[config.mk]
export PLATFORM = sky130hd
export DESIGN_NAME = vfjq_front
export DESIGN_NICKNAME = d
export VERILOG_FILES = /design/src/rtl/core/vfjq_pkg.sv /design/src/rtl/core/vfjq_front.sv
export SDC_FILE = /design/constraint.sdc
export NUM_CORES = 1
export LEC_CHECK = 0
export ABC_CLOCK_PERIOD_IN_PS = 2100
export BUFFER_PORTS_ARGS = -buffer_cell sky130_fd_sc_hd__buf_4
export CORE_MARGIN = 2
export CORE_UTILIZATION = 49
export DETAILED_ROUTE_END_ITERATION = 8
export HOLD_SLACK_MARGIN = 0.12
export PLACE_DENSITY_LB_ADDON = 0.08
export SETUP_SLACK_MARGIN = 0.05
export SYNTH_ARGS = -nofsm -noshare
export SYNTH_HDL_FRONTEND = slang
export SYNTH_SLANG_ARGS = --single-unit
[constraint.sdc]
create_clock -name clk -period 2.1 [get_ports clk]
set_clock_uncertainty 0.05 [all_clocks]
set_input_delay 0.315 -clock clk [delete_from_list [all_inputs] [get_ports clk]]
set_output_delay 0.315 -clock clk [all_outputs]
set_load 0.03 [all_outputs]
[src/rtl/core/vfjq_pkg.sv]
package vfjq_pkg;

	// Ring geometry
	localparam int SLOTS       = 16;
	localparam int FRAME_BYTES = 40;
	localparam int SLOT_W      = $clog2(SLOTS);
	localparam int SUM_W       = SLOT_W + 1;
	localparam int CNT_W       = $clog2(SLOTS + 1);
	localparam int LEN_W       = $clog2(FRAME_BYTES + 1);
	localparam int MEM_DEPTH   = SLOTS * FRAME_BYTES;
	localparam int ADDR_W      = $clog2(MEM_DEPTH);

	// Threshold register
	localparam int FILL_W = 4;
	localparam logic [FILL_W-1:0] MIN_FILL_RST = FILL_W'(3);

	typedef enum logic {
		ACT_PUSH = 1'b0,
		ACT_POP  = 1'b1
	} action_t;

	// One input word as it travels from the front queue to the back end
	typedef struct packed {
		action_t    action;
		logic [7:0] byte_value;
		logic       last_byte;
	} cmd_t;

	// One result word held in the output queue
	typedef struct packed {
		logic [7:0] out_byte;
		logic       out_last;
		logic       out_none;
	} res_t;

	typedef enum logic {
		BK_IDLE,
		BK_STREAM
	} back_state_t;

	// First byte address of a slot
	function automatic logic [ADDR_W-1:0] slot_base(input logic [SLOT_W-1:0] slot);
		return ADDR_W'(int'(slot) * FRAME_BYTES);
	endfunction

endpackage

[src/rtl/core/vfjq_front.sv]
module vfjq_front (
	input  logic           clk,
	input  logic           arst_n,
	input  logic           in_valid,
	output logic           in_ready,
	input  logic           action,
	input  logic [7:0]     byte_value,
	input  logic           last_byte,
	output vfjq_pkg::cmd_t cmd,
	output logic           cmd_valid,
	input  logic           cmd_ready
);
	import vfjq_pkg::*;

	cmd_t       buf_q [2];
	logic       wr_q;
	logic       rd_q;
	logic [1:0] cnt_q;
	logic       push;
	logic       pop;

	assign in_ready  = (cnt_q != 2'd2);
	assign cmd_valid = (cnt_q != 2'd0);
	assign cmd       = buf_q[rd_q];
	assign push      = in_valid && in_ready;
	assign pop       = cmd_valid && cmd_ready;

	// Classify and hold incoming words
	always_ff @(posedge clk) begin
		if (push) begin
			buf_q[wr_q] <= '{action: action_t'(action), byte_value: byte_value,
				last_byte: last_byte};
		end
	end

	// Advance queue pointers and count
	always_ff @(posedge clk or negedge arst_n) begin
		if (!arst_n) begin
			wr_q  <= 1'b0;
			rd_q  <= 1'b0;
			cnt_q <= 2'd0;
		end else begin
			if (push) begin
				wr_q <= ~wr_q;
			end
			if (pop) begin
				rd_q <= ~rd_q;
			end
			if (push && !pop) begin
				cnt_q <= cnt_q + 2'd1;
			end else if (pop && !push) begin
				cnt_q <= cnt_q - 2'd1;
			end
		end
	end

endmodule

; ---- Word level (Yosys, flattened, before mapping)
; Memories as Yosys holds them, arrays and structs flattened.
; Cells that the tools add are included.
[totals]
ff_bits = 4
ramBits = 20
inputBits = 14
output_inout_bits = 12
word_cells = 21
n_memories = 1
[memory_table]
columns = name, depth, word_bits, read_ports, rd_ports_with_merged_regs, wr, line
row1 = buf_q, 2, 10, 1, 0, 1, vfjq_front.sv:15  ; cmd_t buf_q [2];
[op_classes]
n_addsub = 2
eq_ne = 1
n_mux = 4
n_bitwise = 2
n_reduce_logical = 8
[ops]
columns = cell, n
row1 = 1-bit logical AND, 4
row2 = 2-bit 2-to-1 mux, 2
row3 = 2-bit nonzero test, 2
row4 = 2-bit by 1-bit adder with 2-bit output (second input constant), 1
row5 = 1-bit zero test, 2
row6 = 1-bit 2-to-1 mux, 2
row7 = 2-bit != test (second input constant), 1
row8 = 1-bit NOT, 2
row9 = 2-bit by 1-bit subtractor with 2-bit output (second input constant), 1

; ---- Depth between registers and ports, before layout
[logic_depth]
depth_word = 6
ltp_mapped = 7
depth_no_buf = 7

; ---- Worst setup path after synthesis
; OpenSTA, ideal clock, no wires.
[synth_timing]
kind = register -> register
from = reg cnt_q[0]
to = mem buf_q[0][0] in the netlist's numbering (enable)
setup_ps = 376
arrival_time_ps = 1157
required_time_ps = 1674
slack_ps = 517
path_stages_with_launch = 4
cell_sequence = dfrtp_1 nand2b_4 nand2_1 nor2_1
[synth_via]
elab_chain_cells = 4
[synth_lines]
columns = item, line
row1 = start: declaration, vfjq_front.sv:18  ; logic [1:0] cnt_q;
row2 = start signal: assignment, vfjq_front.sv:50  ; cnt_q <= cnt_q + 2'd1;
row3 = start signal: assignment, vfjq_front.sv:52  ; cnt_q <= cnt_q - 2'd1;
row4 = 2-bit != test, vfjq_front.sv:22  ; assign in_ready = (cnt_q != 2'd2);
row5 = named net in_ready, vfjq_front.sv:5  ; output logic in_ready,
row6 = 1-bit logical AND, vfjq_front.sv:25  ; assign push = in_valid && in_ready;
row7 = 1-bit 2-to-1 mux, vfjq_front.sv:30  ; if (push) begin
row8 = 1-bit 2-to-1 mux (implied by the code), vfjq_front.sv:31  ; buf_q[wr_q] <= '{action: action_t'(action), byte_value: byte_value,
row9 = end: declaration, vfjq_front.sv:15
; The timed path passes the listed nets, and every way through them passes these cells.

==> reports/metrics.cfg <==
[global_route]
grt_max_degree=14
grt_pass1_vias=453
grt_pass1_wl_um=1950
gr-total-overflow=0
grtUsageTotal=0.128
antenna_found_initial=0

[power]
p_leak_nw=0.489
totalPowerFinal_w=0.00169
power.density_mw_per_mm2=1390
ir_drop_mv=0.861

[worst_hold_path]
hp-class=in2reg

[logic_synthesis]
yosysTopAreaCell=edfxtp_1
synth.cell_area_um2=932
yosysMostFrequentCell=edfxtp_1
synth_seq_area_share=0.752
synth_seq_cells=24
synth_top_cell_area_share=0.644
synth_common_cells=edfxtp_1 (20), mux2_2 (10), dfrtp_1 (4), xnor2_1 (3)
synthCells=49
async_flop_share=0.167
synth_edf_count=20
yosys_warnings=0
synth_flop_cell=edfxtp_1
synth.area.top_cells=edfxtp_1 (64%), mux2_2 (12%), dfrtp_1 (11%)
synth_cell_type_count=14
syn_area_per_cell_um2=19.0
syn-num-nets=64

[cts]
cts_sinks=24
htree_num_levels=1
clockBufferDepth=2
cts_tree=yes
root_buffer=clkbuf_4
clk-insertion-delay-late_ns=0.29
postCtsHoldBufs=1
cts_setup_buffers=0
path_clk_slew_ns=0.12
numCtsBuffers=3
cts_resized=0

[die]
initial_utilization=0.528
die-width_um=47.6
core-area_mm2=0.00176
die-height_um=47.6
io_pins=26
fp-row-count=15
dieArea_mm2=0.00227

[timing]
min_period_ns=1.88
rsz0062_at_grt=false
slew_viol_final=0
hold_slack_ns=0.142
setup_viol=0
fmax_ghz=0.532
tightest_slew_ns=0.477
post-route-period-util=0.896
slew_headroom=0.682
finalSetupTns_ns=0
hold_viol_final=0

[critical_path]
cp.arrival_ns=1.52
worstPathMaxFanout=11
critPathLaunchType=flop
critPathKind=reg2out
end_kind=primary output
cp.required_ns=1.74

[run]
cap_violations=0

[route]
vias=511
wl_um=1370
routed_via_density=4.78
post_drt_wl_per_cell_um=12.8
drtAntennaViolNets=0
drt_pass1_iterations=3
first_iter_violations=3
drc=0

[place]
dp_hpwl_um=1000
place.gp.congestion=0.747
dp_cells=99
port-buffer-count=25

[cells_and_area]
finalNetCount=98
fin_cells=107
antenna_cells=0
drive_above_1_share=0.512
area_delta_synth_final_pct=30.6

[run_status]
status=finished clean

cell type report:
type	count	area, um2
flip-flops and latches	24	701
fillers	131	547
repair buffers	30	235
multi-input cells	23	220
well taps	25	31.3
clock buffers	4	26.3
inverters	1	3.75
per-layer routing:
| layer | global-route usage | share of wire | up-vias |
|---|---|---|---|
| met5 | 0 | 0 | - |
| met4 | 0.0486 | 0.0044 | 0 |
| met3 | 0.0377 | 0.062 | 2 |
| met2 | 0.200 | 0.51 | 17 |
| met1 | 0.171 | 0.42 | 245 |
| li1 | - | - | 247 |
path summary, 6_finish.rpt:
| path | slack (ns) | startpoint | cells past startpoint | end |
|---|---|---|---|---|
| setup / recovery | 0.22 | rd_q$_DFFE_PN0P_ | 2 | cmd[2] |
| hold / removal | 0.14 | byte_value[4] | 1 | buf_q[1][5]$_DFFE_PP_ |
| setup reg to reg | 0.60 | cnt_q[0]$_DFFE_PN0P_ | 4 | buf_q[0][8]$_DFFE_PP_ |
| hold reg to reg | 0.47 | wr_q$_DFFE_PN0P_ | 1 | wr_q$_DFFE_PN0P_ |
| max in group asynchronous | 1.62 | arst_n | 2 | wr_q$_DFFE_PN0P_ |
| min in group asynchronous | 0.28 | arst_n | 2 | cnt_q[1]$_DFFE_PN0P_ |
per-stage QoR:
| step | cell area (um2) | util | worst slack (ns) |
|---|---|---|---|
| after floorplan | 932 | - | 0.517 |
| after global placement | 1150 | 0.652 | 0.580 |
| after detailed placement | 1150 | 0.652 | 0.538 |
| after CTS | 1190 | 0.673 | 0.196 |
| after global routing | 1220 | 0.690 | 0.139 |
| final | 1220 | 0.690 | 0.219 |
worst max-delay path: stages (launching register included):
cell and delay, ns:
dfrtp_1 0.66, mux2_2 0.39, buf_4 0.17
placed cells by master, fill, tap and decap left out:
cell | synthesis | routed
dlygate4sd3_1 | 0 | 4
dfrtp_1 | 4 | 4
xnor2_1 | 3 | 3
and3_1 | 1 | 1
nand2_4 | 1 | 1
buf_4 | 1 | 26
mux2_2 | 10 | 10
nor2_1 | 2 | 2
clkbuf_1 | 0 | 1
ha_1 | 1 | 1
inv_1 | 1 | 1
clkbuf_4 | 0 | 3
xor2_1 | 2 | 2
or2_4 | 1 | 1
nand2b_4 | 1 | 1
edfxtp_1 | 20 | 20
nand2_1 | 1 | 1
report_power, final:
| group | switching, W | internal, W |
|---|---|---|
| Sequential | 0.0000963 | 0.000662 |
| Clock | 0.000120 | 0.0000739 |
| Combinational | 0.000397 | 0.000342 |
kinds of logic (layout without fill, tap and decap cells):
| family | count (synthesis) | in the layout | synth area share |
|---|---|---|---|
| buffers and inverters | 2 | 35 | 0.0121 |
| adders and majority gates | 1 | 1 | 0.0134 |
| and+or+nand+nor | 7 | 7 | 0.0550 |
| xor gates and xnor gates | 5 | 5 | 0.0470 |
| muxes | 10 | 10 | 0.121 |
| DFF | 24 | 24 | 0.752 |
state kept, by name, summed over array words and instances, names as in the netlist:
name	flops
wr_q	1
buf_q	20
cnt_q	2
rd_q	1
(Power assumes the default switching activity.)
